[src/rtl/core/cfc_pkg.sv]
// Shared types, constants and the CRC byte-update function for the frame checker.
package cfc_pkg;

   localparam int unsigned BYTE_W = 8;
   localparam int unsigned CRC_W  = 16;

   localparam logic [CRC_W-1:0] CRC_INIT      = 16'hFFFF;
   localparam logic [CRC_W-1:0] CRC_POLY_RST  = 16'h8408;

   // Frame byte count, saturating at two
   typedef enum logic [1:0] {
      SEEN_NONE = 2'd0,
      SEEN_ONE  = 2'd1,
      SEEN_TWO  = 2'd2
   } seen_type;

   typedef struct packed {
      logic [BYTE_W-1:0] data_byte;
      logic              frame_end;
   } req_type;

   typedef struct packed {
      logic              frame_ok;
      logic [CRC_W-1:0]  computed_checksum;
      logic [CRC_W-1:0]  received_checksum;
      logic              too_short;
   } rsp_type;

   // Reflected CRC-16, one byte, LSB first
   function automatic logic [CRC_W-1:0] crc_feed_byte(
      input logic [CRC_W-1:0]  crc,
      input logic [BYTE_W-1:0] b,
      input logic [CRC_W-1:0]  poly
   );
      logic [CRC_W-1:0]  c;
      logic [BYTE_W-1:0] d;
      c = crc;
      d = b;
      for (int k = 0; k < BYTE_W; k++) begin
         if (c[0] ^ d[0]) begin
            c = (c >> 1) ^ poly;
         end else begin
            c = c >> 1;
         end
         d = d >> 1;
      end
      return c;
   endfunction

endpackage

[src/rtl/core/cfc_frame_core.sv]
// Frame state, CRC update and result register.
module cfc_frame_core (
   input  logic                       clock,
   input  logic                       reset,
   input  logic                       csr_wr_en,
   input  logic [cfc_pkg::CRC_W-1:0]  csr_wr_data,
   input  logic                       in_valid,
   output logic                       in_ready,
   input  cfc_pkg::req_type           in_word,
   output logic                       rsp_valid,
   input  logic                       rsp_ready,
   output cfc_pkg::rsp_type           rsp_payload
);

   logic [cfc_pkg::CRC_W-1:0] poly_ff;
   logic [cfc_pkg::CRC_W-1:0] crc_ff;
   logic [cfc_pkg::CRC_W-1:0] crc_in;
   logic [cfc_pkg::CRC_W-1:0] held_ff;
   logic [cfc_pkg::CRC_W-1:0] held_in;
   cfc_pkg::seen_type         seen_ff;
   cfc_pkg::seen_type         seen_in;
   logic                      out_valid_ff;
   logic                      out_valid_in;
   cfc_pkg::rsp_type          out_ff;
   cfc_pkg::rsp_type          out_in;
   logic                      fire;
   logic [cfc_pkg::CRC_W-1:0] crc_next;
   logic [cfc_pkg::CRC_W-1:0] held_next;
   logic [cfc_pkg::CRC_W-1:0] inv;
   cfc_pkg::seen_type         seen_next;

   // Stall only a frame-ending word while the result slot is still full and not being taken
   assign in_ready = !(in_word.frame_end && out_valid_ff && !rsp_ready);
   assign fire     = in_valid && in_ready;

   always_comb begin
      crc_next  = crc_ff;
      seen_next = seen_ff;
      case (seen_ff)
         cfc_pkg::SEEN_NONE: seen_next = cfc_pkg::SEEN_ONE;
         cfc_pkg::SEEN_ONE:  seen_next = cfc_pkg::SEEN_TWO;
         default: begin
            seen_next = cfc_pkg::SEEN_TWO;
            crc_next  = cfc_pkg::crc_feed_byte(crc_ff, held_ff[15:8], poly_ff);
         end
      endcase
      held_next = {held_ff[7:0], in_word.data_byte};
      inv       = ~crc_next;
   end

   always_comb begin
      crc_in       = crc_ff;
      held_in      = held_ff;
      seen_in      = seen_ff;
      out_in       = out_ff;
      out_valid_in = out_valid_ff && !rsp_ready;
      if (fire) begin
         if (in_word.frame_end) begin
            // Emit the result and drop back to the start-of-frame state
            crc_in       = cfc_pkg::CRC_INIT;
            held_in      = '0;
            seen_in      = cfc_pkg::SEEN_NONE;
            out_valid_in = 1'b1;
            if (seen_next != cfc_pkg::SEEN_TWO) begin
               out_in.frame_ok          = 1'b0;
               out_in.computed_checksum = '0;
               out_in.received_checksum = '0;
               out_in.too_short         = 1'b1;
            end else begin
               out_in.computed_checksum = {inv[7:0], inv[15:8]};
               out_in.received_checksum = held_next;
               out_in.frame_ok          = ({inv[7:0], inv[15:8]} == held_next);
               out_in.too_short         = 1'b0;
            end
         end else begin
            crc_in  = crc_next;
            held_in = held_next;
            seen_in = seen_next;
         end
      end
   end

   always_ff @(posedge clock) begin
      if (reset) begin
         poly_ff      <= cfc_pkg::CRC_POLY_RST;
         crc_ff       <= cfc_pkg::CRC_INIT;
         held_ff      <= '0;
         seen_ff      <= cfc_pkg::SEEN_NONE;
         out_valid_ff <= 1'b0;
      end else begin
         if (csr_wr_en) begin
            poly_ff <= csr_wr_data;
         end
         crc_ff       <= crc_in;
         held_ff      <= held_in;
         seen_ff      <= seen_in;
         out_valid_ff <= out_valid_in;
      end
      out_ff <= out_in;
   end

   assign rsp_valid   = out_valid_ff;
   assign rsp_payload = out_ff;

endmodule

[config.mk]
export PLATFORM = sky130hd
export DESIGN_NAME = cfc_frame_core
export DESIGN_NICKNAME = d
export VERILOG_FILES = /design/src/rtl/core/cfc_pkg.sv /design/src/rtl/core/cfc_frame_core.sv
export SDC_FILE = /design/constraint.sdc
export NUM_CORES = 1
export LEC_CHECK = 0
export BUFFER_PORTS_ARGS = -buffer_cell sky130_fd_sc_hd__buf_2
export CORE_AREA = 2 2 123 89
export DETAILED_ROUTE_END_ITERATION = 8
export DIE_AREA = 0 0 125 91
export GPL_TIMING_DRIVEN = 1
export PLACE_DENSITY_LB_ADDON = 0.15
export SYNTH_ARGS = -nofsm -noshare
export SYNTH_HDL_FRONTEND = slang
export SYNTH_SLANG_ARGS = --single-unit
[constraint.sdc]
create_clock -name clock -period 8.3 [get_ports clock]
set_input_delay 0 -clock clock [delete_from_list [all_inputs] [get_ports clock]]
set_output_delay 0 -clock clock [all_outputs]
set_load 0.01 [all_outputs]
Word-level counts from Yosys, hierarchy flattened
Index checks and enable logic that the tools add are counted.
Widths: inputs -> output; s select.

storage, ports and cells
  bits in registers = 85
  bits in latches = 0
  RAM bits = 0
  memory bits (read-only) = 0
  input bits = 30
  word-level logic and storage cells = 61
  memories kept = 0

operators by class
  add/subtract/negate cells = 0
  multiply operators = 0
  divide/modulo/power cells = 0
  $lt $le $gt $ge = 0
  equality and inequality tests = 3
  shifts and indexed selects = 0
  mux-type cells = 23
  bitwise gates (word level) = 17
  reductions and logical operators = 9

operators by type and width
  cell                count
  $mux 16             18
  $xor 15x16->16      8
  $eq 16x16->1        1
  $not 16->16         1
  $xor 1x1->1         8
  $logic_and 1x1->1   4
  $mux 2              2
  $mux 1              3
  $eq 2x1->1 const B  1
  $logic_not 1->1     2
  $logic_not 2->1     1
  $ne 2x2->1 const B  1
  $reduce_and 2->1    1
  $reduce_or 2->1     1

Depth between registers and ports, before layout
Gate-level depths: netlist of run 1.

  depth in word-level cells = 26
  gate-level depth with buffers = 20
  gate-level depth less buffers = 15

Least setup slack after synthesis of run 1
Ideal clock, no wire load.

  path kind = reg-to-reg
  start = register crc_ff[0] in the netlist's numbering
  end = register out_ff, in the netlist rsp_payload[33] (data pin)
  setup time = 0.170 ns
  arrival time = 4.396 ns
  required time = 8.130 ns
  path slack = 3.734 ns
  cell stages (with the launch flop) = 19
  period minus slack after synthesis = 4.566 ns
  path through = dfxtp_1 > buf_2 > xnor2_1 > buf_4 > o21ai_4 > nand2_2 > xnor3_1 > and3_1 > o311ai_1 > xnor3_1 > and3_4 > or4b_4 > buf_6 > nand3_1 > xor3_1 > xor2_1 > nor4b_2 > a41oi_1 > nor4_2

between the ends
  cells in the longest elaborated chain, start to end = 26
  elaborated cells between the ends (all ways) = 33

ends and longest elaborated chain
  element                                               RTL line                      source
  from (decl)                                           cfc_frame_core.sv:16          logic [cfc_pkg::CRC_W-1:0] crc_ff;
  from (signal assigned)                                cfc_frame_core.sv:86          crc_ff <= cfc_pkg::CRC_INIT;
  from (signal assigned)                                cfc_frame_core.sv:94          crc_ff <= crc_in;
  $xor 1x1->1                                           cfc_pkg.sv:40                 if (c[0] ^ d[0]) begin
  $mux 16                                               cfc_pkg.sv:40
  $mux 16                                               cfc_frame_core.sv:39          case (seen_ff)
  $xor 15x16->16 / $xor 1x1->1 (equally long branches)  cfc_pkg.sv:41, cfc_pkg.sv:40
  $mux 16                                               cfc_pkg.sv:40
  $mux 16                                               cfc_frame_core.sv:39
  $xor 15x16->16 / $xor 1x1->1 (equally long branches)  cfc_pkg.sv:41, cfc_pkg.sv:40
  $mux 16                                               cfc_pkg.sv:40
  [... 10 more ...]                                     n/a
  $xor 15x16->16 / $xor 1x1->1 (equally long branches)  cfc_pkg.sv:41, cfc_pkg.sv:40
  $mux 16                                               cfc_pkg.sv:40
  $mux 16                                               cfc_frame_core.sv:39
  $xor 15x16->16 / $xor 1x1->1 (equally long branches)  cfc_pkg.sv:41, cfc_pkg.sv:40
  $mux 16                                               cfc_pkg.sv:40
  $mux 16 (*)                                           cfc_frame_core.sv:39
  $not 16->16 (*)                                       cfc_frame_core.sv:48          inv = ~crc_next;
  $eq 16x16->1 (*)                                      cfc_frame_core.sv:72          out_in.frame_ok = ({inv[7:0], inv[15:8]} == held_next);
  to (signal assigned)                                  cfc_frame_core.sv:99          out_ff <= out_in;
  to (decl)                                             cfc_frame_core.sv:24          cfc_pkg::rsp_type out_ff;

Every way passes the cells marked *; elsewhere a longest branch is shown, timed or not. The select of a mux whose other input is x is not followed.
A chain may end at the register's enable or synchronous reset.

Worst setup path after layout of run 1
  start = register poly_ff[1] in the netlist's numbering
  end = register out_ff, in the netlist rsp_payload[33] (data pin)

between the ends
  cells in the longest elaborated chain, start to end = 26
  elaborated cells between the ends (all ways) = 32

ends and longest elaborated chain
  element                                               RTL line                      source
  from (decl)                                           cfc_frame_core.sv:15          logic [cfc_pkg::CRC_W-1:0] poly_ff;
  from (signal assigned)                                cfc_frame_core.sv:85          poly_ff <= cfc_pkg::CRC_POLY_RST;
  from (signal assigned)                                cfc_frame_core.sv:92          poly_ff <= csr_wr_data;
  $xor 15x16->16                                        cfc_pkg.sv:41                 c = (c >> 1) ^ poly;
  $mux 16                                               cfc_pkg.sv:40
  $mux 16                                               cfc_frame_core.sv:39
  $xor 15x16->16                                        cfc_pkg.sv:41
  $mux 16                                               cfc_pkg.sv:40
  $mux 16                                               cfc_frame_core.sv:39
  $xor 1x1->1                                           cfc_pkg.sv:40
  $mux 16                                               cfc_pkg.sv:40
  [... 10 more ...]                                     n/a
  $xor 15x16->16 / $xor 1x1->1 (equally long branches)  cfc_pkg.sv:41, cfc_pkg.sv:40
  $mux 16                                               cfc_pkg.sv:40
  $mux 16                                               cfc_frame_core.sv:39
  $xor 15x16->16 / $xor 1x1->1 (equally long branches)  cfc_pkg.sv:41, cfc_pkg.sv:40
  $mux 16 (*)                                           cfc_pkg.sv:40
  $mux 16 (*)                                           cfc_frame_core.sv:39
  $not 16->16 (*)                                       cfc_frame_core.sv:48
  $eq 16x16->1 (*)                                      cfc_frame_core.sv:72

Marked as above.

==> metrics.md, run 1 <==
| Metric | Value |
|---|---|
| Count of H-tree levels built during CTS | `3` |
| Part of the Yosys area used for sequential elements | `0.317` |
| Number of instances resized during post-cts repair | `0` |
| Maximum frequency from static timing analysis | `169 MHz` |
| Largest net degree at the start of global routing | `41` |
| Main synth FF type | `dfxtp_1` |
| Seq. cell area | `2040 µm²` |
| Placed cell area | `6730 µm²` |
| Final hold violations | `0` |
| Initial core utilization | `0.634` |
| Post-synthesis cell type count | `76` |
| Least-Margin Pin Slew | `1290 ps` |
| Max-slew violation total from the final report | `0` |
| GRT Total Usage | `0.323` |
| FF-to-FF setup slack | `2380 ps` |
| Clk Tree Root Cell | `clkbuf_16` |
| Ratio of final minimum period to clock period | `0.713` |
| Worst vdd ir | `0.000139 V` |
| Final cell count without fillers | `939` |
| CTS Buffer Depth | `2` |
| Crit start category | `flip-flop` |
| Die Y | `91 µm` |
| Internal power contribution | `0.000937 W` |
| Full die area | `11400 µm²` |
| Synth warn | `0` |
| Placeable core region | `10200 µm²` |
| Fin nets | `832` |
| Quantity of I/O buffers inserted on ports | `65` |
| Unrepaired setup endpoints after global routing | `false` |
| Seq pwr share | `0.317` |
| Net switching fraction of the power | `0.384` |
| Post-Synthesis Cells | `762` |
| Growth of design area from synthesis to finish | `12.0%` |
| Combinational share of power | `0.424` |
| Netlist area before placement | `6440 µm²` |
| Number of buffers inserted to repair setup after CTS | `0` |
| Total power divided by cell area | `211 nW/µm²` |
| Insertion delay of the later-clocked pin in the worst-skew pair | `350 ps` |
| Remaining design rule violation count | `0` |
| Net count of the mapped netlist | `792` |
| Routed via count | `6027` |
| Per-instance average area after synthesis | `8.46 µm²` |
| Multi-input gate area in the final layout | `4120 µm²` |
| Estimated wirelength of the detail-placed design | `12.8 mm` |
| 1st-iter DRT viols | `867` |
| Pleak | `2.78 nW` |
| Clock tree skew after final layout | `10.6 ps` |
| Clock power share | `0.259` |
| Number of max-cap violations | `0` |
| Crit Path Max Fanout | `19` |
| Detailed-route wire length | `18.5 mm` |
| Number of failing setup endpoints in the final timing report | `0` |
| Number of buffers created by CTS | `9` |
| DR vias/cell | `6.42` |
| Result of the run | `finished clean` |
| Path class of the lowest-slack min-delay path | `input port to flip-flop` |
| Share of synthesized flip-flops with an asynchronous set or reset | `0` |
| Final Critical Period | `5920 ps` |
| Number of enable flip-flop cells after synthesis | `34` |
| Standard-cell rows | `31` |
| Ratio of cells with drive above 1 in the final layout | `0.138` |
| GPL Wtd Cong | `0.973` |
| Data arrival time at the worst-slack endpoint | `6100 ps` |
| Clock tree from TritonCTS | `yes` |
| Startpoint-to-endpoint class of the critical path | `flip-flop to flip-flop` |
| Slew HR | `0.141` |
| Setup Total Neg Slack | `0 ps` |
| Number of fill cells | `798` |
| Worst Path Required | `8480 ps` |
| Initial antenna violation count | `0` |
| Final Cell Area | `7220 µm²` |
| Number of search-and-repair iterations in the first detailed-routing pass | `6` |
| Io pins | `66` |
| Routed wire length per instance | `19.7 µm` |
| Sum of overflow across all layers after global routing | `0` |
| Antenna viol nets, final | `0` |
| Number of antenna diodes | `0` |
| Seq cells post-synth | `85` |
| Vias in the first global route | `5327` |
| Worst setup EP type | `flip-flop` |
| Switch Pwr | `0.000585 W` |
| Chip width | `125 µm` |
| Number of clock sinks seen by CTS | `85` |
| Inst Count DP | `902` |
| Global-route wire length before repair | `29.2 mm` |
| Clock-pin slew on the worst setup and hold paths | `70 ps` |
## layer usage
layer,global-route usage,vias up,part of all wire
met2,0.476,370,0.43
met4,0.0787,0,0.020
met5,0,-,0
li1,-,2764,-
met3,0.0754,49,0.11
met1,0.480,2844,0.44
## synthesized netlist by cell type, types with 3 or more instances
master      n  share of area
a211o_1     3         0.0041
a211oi_1    3         0.0035
a21o_1      4         0.0047
a21oi_1    18          0.014
a22o_1      7         0.0095
a22oi_1    23          0.027
a311oi_1    5         0.0068
a31oi_1     3         0.0029
a32oi_1     5         0.0068
and3_1      5         0.0049
buf_1       5         0.0029
buf_2       8         0.0062
buf_4       3         0.0035
clkbuf_1   46          0.027
dfxtp_1    51           0.16
edfxtp_1   34           0.16
inv_1       6         0.0035
mux2_2      3         0.0052
mux2i_1    26          0.040
nand2_1   132          0.077
nand3_1    32          0.025
nand4_1     8         0.0078
nor2_1     51          0.030
nor2b_1    27          0.026
nor3_1      8         0.0062
nor4_1      3         0.0029
o211ai_1   14          0.016
o21a_1      5         0.0058
o21ai_0    28          0.022
o221ai_1    4         0.0054
o22ai_1     7         0.0068
o31ai_1     3         0.0035
or2_2       3         0.0029
or3_1       3         0.0029
xnor2_1    83           0.11
xnor3_1    10          0.035
xor2_1     35          0.048
## registers in the layout, summed over array words and instances (netlist names)
register / cells
seen_ff: 2
held_ff: 16
rsp_payload: 34
crc_ff: 16
poly_ff: 16
rsp_valid: 1
## area by class of cell
cell class | count | share of cell area
clock buffers | 9 | 0.0312
clock inverters | 7 | 0.00780
flip-flops and latches | 85 | 0.283
well taps | 132 | 0.0229
multi-input cells | 606 | 0.570
inverters | 7 | 0.00364
repair buffers | 93 | 0.0815
## timing repair
item / CTS / global route
hold buffers: 21 / 0
setup endpoints to repair: 0 / 0
endpoints found under the hold margin: 24 / 0
## cell usage in the layout, fill, tap and decap left out, types with 4 or more instances in the layout
cell / count
nor2b_1: 27
a22o_1: 7
a32oi_1: 5
nor2_1: 50
a22oi_1: 23
nand2_1: 132
a21o_1: 4
and3_1: 5
o21a_1: 5
inv_1: 6
dlygate4sd3_1: 21
clkbuf_16: 9
xor2_1: 34
xnor3_1: 10
dfxtp_1: 51
a311oi_1: 5
o211ai_1: 14
o22ai_1: 7
buf_4: 7
nor3_1: 8
mux2i_1: 26
o21ai_0: 28
o221ai_1: 4
xnor2_1: 83
nand3_1: 32
edfxtp_1: 34
a21oi_1: 18
buf_2: 65
nand4_1: 8
## final timing paths
check | startpoint | end | cells after the start
worst max-delay path | poly_ff[1] | rsp_payload[33] | 15
worst max register to register | poly_ff[1] | rsp_payload[33] | 15
worst min-delay path | in_word[2] | held_ff[1] | 3
worst min register to register | crc_ff[12] | crc_ff[12] | 2
## logic make-up (layout without fill, tap and decap cells)
group                  count (synthesis)  in the layout  synth area share
buffers and inverters                 71            116            0.0460
AO/OA/AOI/OAI                        154            154             0.173
XOR/XNOR                             131            131             0.204
flip-flops                            85             85             0.317
AND/OR/NAND/NOR                      291            291             0.213
multiplexers                          30             30            0.0474
## power by group through the flow
stage | clock network (W) | logic [W] | registers (W)
global placement | 0 | 0.000597 | 0.000490
global route | 0.000409 | 0.000684 | 0.000485
detailed placement | 0 | 0.000611 | 0.000491
CTS | 0.000396 | 0.000626 | 0.000482
floorplan | 0 | 0.000502 | 0.000475
finish | 0.000394 | 0.000645 | 0.000483
## worst max-delay path: stages (launching register included)
cell	delay, ps
dfxtp_1	820
inv_1	420
o21ai_4	300
nand2_2	220
xnor3_1	460
or4bb_1	410
o311ai_1	120
xnor3_1	510
and3_4	220
o221ai_1	760
nand3_1	270
xnor3_1	410
o22ai_1	120
nor4b_2	240
a41oi_1	160
nor4_2	280
## per-stage QoR
| step | setup slack [ps] | hold WS [ps] | total power (W) | util |
|---|---|---|---|---|
| after global routing | 2070 | 27.3 | 0.00158 | 0.710 |
| final | 2380 | 22.8 | 0.00152 | 0.710 |
| after detailed placement | 2630 | 225 | 0.00110 | 0.662 |
| after CTS | 2590 | 0.635 | 0.00150 | 0.710 |
| after floorplan | 3730 | 129 | 0.000977 | - |
| after global placement | 2820 | 219 | 0.00109 | 0.662 |
Power figures use the tool's default switching activity.
==> inputs of run 2 (changes only) <==
--- a/config.mk
+++ b/config.mk
@@ -5,10 +5,11 @@
 export SDC_FILE = /design/constraint.sdc
 export NUM_CORES = 1
 export LEC_CHECK = 0
+export ABC_AREA = 1
 export BUFFER_PORTS_ARGS = -buffer_cell sky130_fd_sc_hd__buf_2
-export CORE_AREA = 2 2 123 89
+export CORE_AREA = 2 2 127 92
 export DETAILED_ROUTE_END_ITERATION = 8
-export DIE_AREA = 0 0 125 91
+export DIE_AREA = 0 0 129 94
 export GPL_TIMING_DRIVEN = 1
 export PLACE_DENSITY_LB_ADDON = 0.15
 export SYNTH_ARGS = -nofsm -noshare
==> constraint.sdc (replaced) <==
create_clock -name clock -period 5.6 [get_ports clock]
set_input_delay 0 -clock clock [delete_from_list [all_inputs] [get_ports clock]]
set_output_delay 0 -clock clock [all_outputs]
set_load 0.01 [all_outputs]
==> run 2 against run 1 <==
  * Hold slack gained 77 ps
  * Non-clock buffer count grew 9
  * Largest cell class unchanged
  * Die area grew 6.6%
  * Critical path type unchanged
  * Utilization shrank 3.9 points
  * Critical endpoint unchanged
  * Highest routed layer unchanged
==> metrics.md, run 2 <==
| Metric | Value |
|---|---|
| Slowest library cell on the worst path | `dfxtp_1` |
| Seq pwr share | `0.297 (-0.020)` |
| Ratio of cells with drive above 1 in the final layout | `0.129 (-0.00824)` |
| Number of antenna diodes | `0 (unchanged)` |
| Most used standard cells in the synthesized netlist | `nand2_1, nand3_1, inv_1` |
| Peak per-stage delay on the critical path | `410 ps (-410 ps)` |
| Top area cells in the synthesized netlist | `nand2_1, dfxtp_1, edfxtp_1` |
| Placed cell area | `6700 µm² (-0.45%)` |
| Min-Delay Startpoint | `rsp_ready` |
| Cell type with the largest total area after synthesis | `nand2_1` |
| Number of cells traversed by the worst hold path | `4 (+1)` |
| Commonest non-fill, non-tap cell in the layout | `nand2_1` |
| Final Cell Area | `7290 µm² (+0.92%)` |
| Estimated wirelength of the detail-placed design | `13.2 mm (+3.0%)` |
| Clock tree skew after final layout | `8.86 ps (-1.73 ps)` |
| Max-slew violation total from the final report | `0 (unchanged)` |
| Unrepaired setup endpoints after global routing | `false` |
| Sum of overflow across all layers after global routing | `0 (unchanged)` |
| Synth warn | `0 (unchanged)` |
| Die Y | `94 µm (+3.3%)` |
| Part of the Yosys area used for sequential elements | `0.321 (+0.00373)` |
| Pleak | `3.46 nW (+24%)` |
| Number of search-and-repair iterations in the first detailed-routing pass | `5 (-1)` |
| Worst r2r dst | `rsp_payload[33]` |
| Min setup slack post-route | `751 ps (-1630 ps)` |
| Most used routing layer in global routing | `met2` |
| Clk Tree Root Cell | `clkbuf_16` |
| Most repeated library cell on the critical path | `nand2_1` |
| Post-synthesis cell type count | `32 (-58%)` |
| 1st-iter DRT viols | `793 (-8.5%)` |
| Final hold violations | `0 (unchanged)` |
| Number of failing setup endpoints in the final timing report | `0 (unchanged)` |
| Count of buffer and inverter cells on the critical path | `5 (+4)` |
| Global-route wire length before repair | `28.8 mm (-1.2%)` |
| Worst Path Required | `5800 ps (-2680 ps)` |
| Slew HR | `0.526 (+0.385)` |
| Crit Path Max Fanout | `20 (+1)` |
| Clock power share | `0.240 (-0.019)` |
| Share of synthesized flip-flops with an asynchronous set or reset | `0 (unchanged)` |
| GRT Total Usage | `0.306 (-0.0170)` |
| Routed via count | `6410 (+6.4%)` |
| CTS Buffer Depth | `2 (unchanged)` |
| Endpoint, Worst Hold | `rsp_valid` |
| Total power divided by cell area | `330 nW/µm² (+56%)` |
| Seq cells post-synth | `85 (unchanged)` |
| Least-Margin Pin Slew | `709 ps (-577 ps)` |
| Data arrival time at the worst-slack endpoint | `5050 ps (-1050 ps)` |
| Detailed-route wire length | `17.8 mm (-3.7%)` |
| Chip width | `129 µm (+3.2%)` |
| Fin nets | `1069 (+28%)` |
| Switch Pwr | `0.00103 W (+75%)` |
| Crit-path leading delay family | `simple AND/OR/NAND/NOR gates` |
| Cell count of the worst reg-to-reg path | `33 (+18)` |
| Insertion delay of the later-clocked pin in the worst-skew pair | `340 ps (about the same)` |
| DR vias/cell | `5.36 (-17%)` |
| Io pins | `66 (unchanged)` |
| Largest register FFs | `34 (unchanged)` |
| Result of the run | `finished clean` |
| Initial core utilization | `0.587 (-0.0471)` |
| Routed wire length per instance | `14.9 µm (-24%)` |
| Reg-to-reg critical path startpoint | `crc_ff[0]` |
| Clock tree from TritonCTS | `yes` |
| Worst vdd ir | `0.000226 V (+62%)` |
| Count of H-tree levels built during CTS | `3 (unchanged)` |
| Post-Synthesis Cells | `974 (+28%)` |
| Commonest cells after routing, fill and taps aside | `nand2_1, nand3_1, inv_1` |
| Setup Total Neg Slack | `0 ps (unchanged)` |
| Startpoint-to-endpoint class of the critical path | `flip-flop to flip-flop` |
| Met3 demand-to-capacity share in global routing | `0.0638 (-0.0116)` |
| Remaining design rule violation count | `0 (unchanged)` |
| Vias in the first global route | `5749 (+7.9%)` |
| Combinational share of power | `0.463 (+0.039)` |
| Ratio of final minimum period to clock period | `0.866 (+0.152)` |
| Placement Setup Slack | `700 ps (-1930 ps)` |
| Worst hold margin | `99.4 ps (+76.7 ps)` |
| Number of clock sinks seen by CTS | `85 (unchanged)` |
| Met2 track demand over resource | `0.474 (-0.00200)` |
| Number of buffers created by CTS | `9 (unchanged)` |
| Global-route track usage on met1 | `0.430 (-0.0497)` |
| Quantity of I/O buffers inserted on ports | `65 (unchanged)` |
| Worst setup EP type | `flip-flop` |
| Net switching fraction of the power | `0.428 (+0.0431)` |
| Standard-cell rows | `32 (+3.2%)` |
| Per-instance average area after synthesis | `6.54 µm² (-23%)` |
| Final Critical Period | `4850 ps (-1070 ps)` |
| Number of buffers inserted to repair setup after CTS | `0 (unchanged)` |
| Clock-pin slew on the worst setup and hold paths | `70 ps (about the same)` |
| Full die area | `12100 µm² (+6.6%)` |
| Internal power contribution | `0.00138 W (+47%)` |
| FF-to-FF setup slack | `750 ps (-1630 ps)` |
| Path class of the lowest-slack min-delay path | `input port to flip-flop` |
| Share of the synthesized area in the top cell type | `0.186 (+0.0278)` |
| Initial antenna violation count | `0 (unchanged)` |
| Number of fill cells | `1005 (+26%)` |
| Placeable core region | `10900 µm² (+6.8%)` |
| Number of max-cap violations | `0 (unchanged)` |
| Crit start category | `flip-flop` |
| Largest net degree at the start of global routing | `40 (-2.4%)` |
| Number of enable flip-flop cells after synthesis | `34 (unchanged)` |
| Antenna viol nets, final | `0 (unchanged)` |
| Net count of the mapped netlist | `1004 (+27%)` |
| GPL Wtd Cong | `0.981 (+0.83%)` |
| Dominant cell by count in the synthesized netlist | `nand2_1` |
| Netlist area before placement | `6370 µm² (-1.2%)` |
| Maximum frequency from static timing analysis | `206 MHz (+22%)` |
| Growth of design area from synthesis to finish | `14.4%` |
| Main synth FF type | `dfxtp_1` |
==> run 2: cell count changes after synthesis, sizes merged, moves of 13 or more <==
cell and change:
o211ai -13, xnor2 -39, nor2 +25, nand2 +199, clkbuf -22, nand3 +101
a21oi +47, inv +100, a22oi -23, mux2i -26, nor2b -27
==> run 2: area by class of cell <==
cell class	count	area, µm²	area share
Multi-Input combinational cell	734	3690	0.506
Sequential cell	85	2040	0.280
Timing Repair Buffer	102	678	0.0931
Inverter	107	402	0.0551
Clock buffer	9	225	0.0309
Tap cell	153	191	0.0263
Clock inverter	7	57.6	0.00790
==> run 2: worst max-delay path by stage <==
stage	start	to	cells past startpoint
after floorplan	held_ff[8]	rsp_payload[33]	34
after global placement	held_ff[8]	rsp_payload[33]	33
after detailed placement	crc_ff[0]	rsp_payload[33]	33
after CTS	crc_ff[0]	rsp_payload[33]	33
after global routing	held_ff[8]	rsp_payload[33]	34
final	crc_ff[0]	rsp_payload[33]	33
==> run 2: power by group through the flow <==
stage | clock, W | sequential (W) | combinational, W
6_report | 0.000577 | 0.000712 | 0.00111
3_3_place_gp | 0 | 0.000724 | 0.00106
2_1_floorplan | 0 | 0.000711 | 0.000911
3_5_place_dp | 0 | 0.000725 | 0.00107
5_1_grt | 0.000606 | 0.000716 | 0.00125
4_1_cts | 0.000581 | 0.000711 | 0.00110
==> run 2: cells by family (layout without fill, tap and decap cells) <==
| kind of cell | after synthesis | in the layout | share of synthesized area |
|---|---|---|---|
| xor+xnor | 81 | 81 | 0.111 |
| flops | 85 | 85 | 0.321 |
| simple gates | 554 | 554 | 0.388 |
| compound gates | 99 | 99 | 0.0790 |
| buf+inv | 155 | 225 | 0.101 |
==> run 2: timing repair <==
action / CTS / global route
endpoints found under the hold margin: 24 / 0
hold buffers: 30 / 0
setup endpoints to repair: 0 / 1
gates resized for setup: 0 / 1
==> run 2: layer usage <==
layer	vias to the layer above	wire, µm
met5	-	0
met3	44	1730
li1	3198	-
met2	313	7640
met4	0	444
met1	2855	8030
==> run 2: per-stage QoR <==
| stage | power (W) | std cells | utilization |
|---|---|---|---|
| after floorplan | 0.00162 | 974 | - |
| after global placement | 0.00178 | 1151 | 0.617 |
| after detailed placement | 0.00179 | 1151 | 0.617 |
| after CTS | 0.00239 | 1197 | 0.671 |
| after global routing | 0.00257 | 1197 | 0.671 |
| final | 0.00240 | 1197 | 0.671 |
==> run 2: tightest hold or removal path: stages <==
cell and delay, ps:
buf_2 70, nor2_1 80, o21ai_0 190, inv_1 50
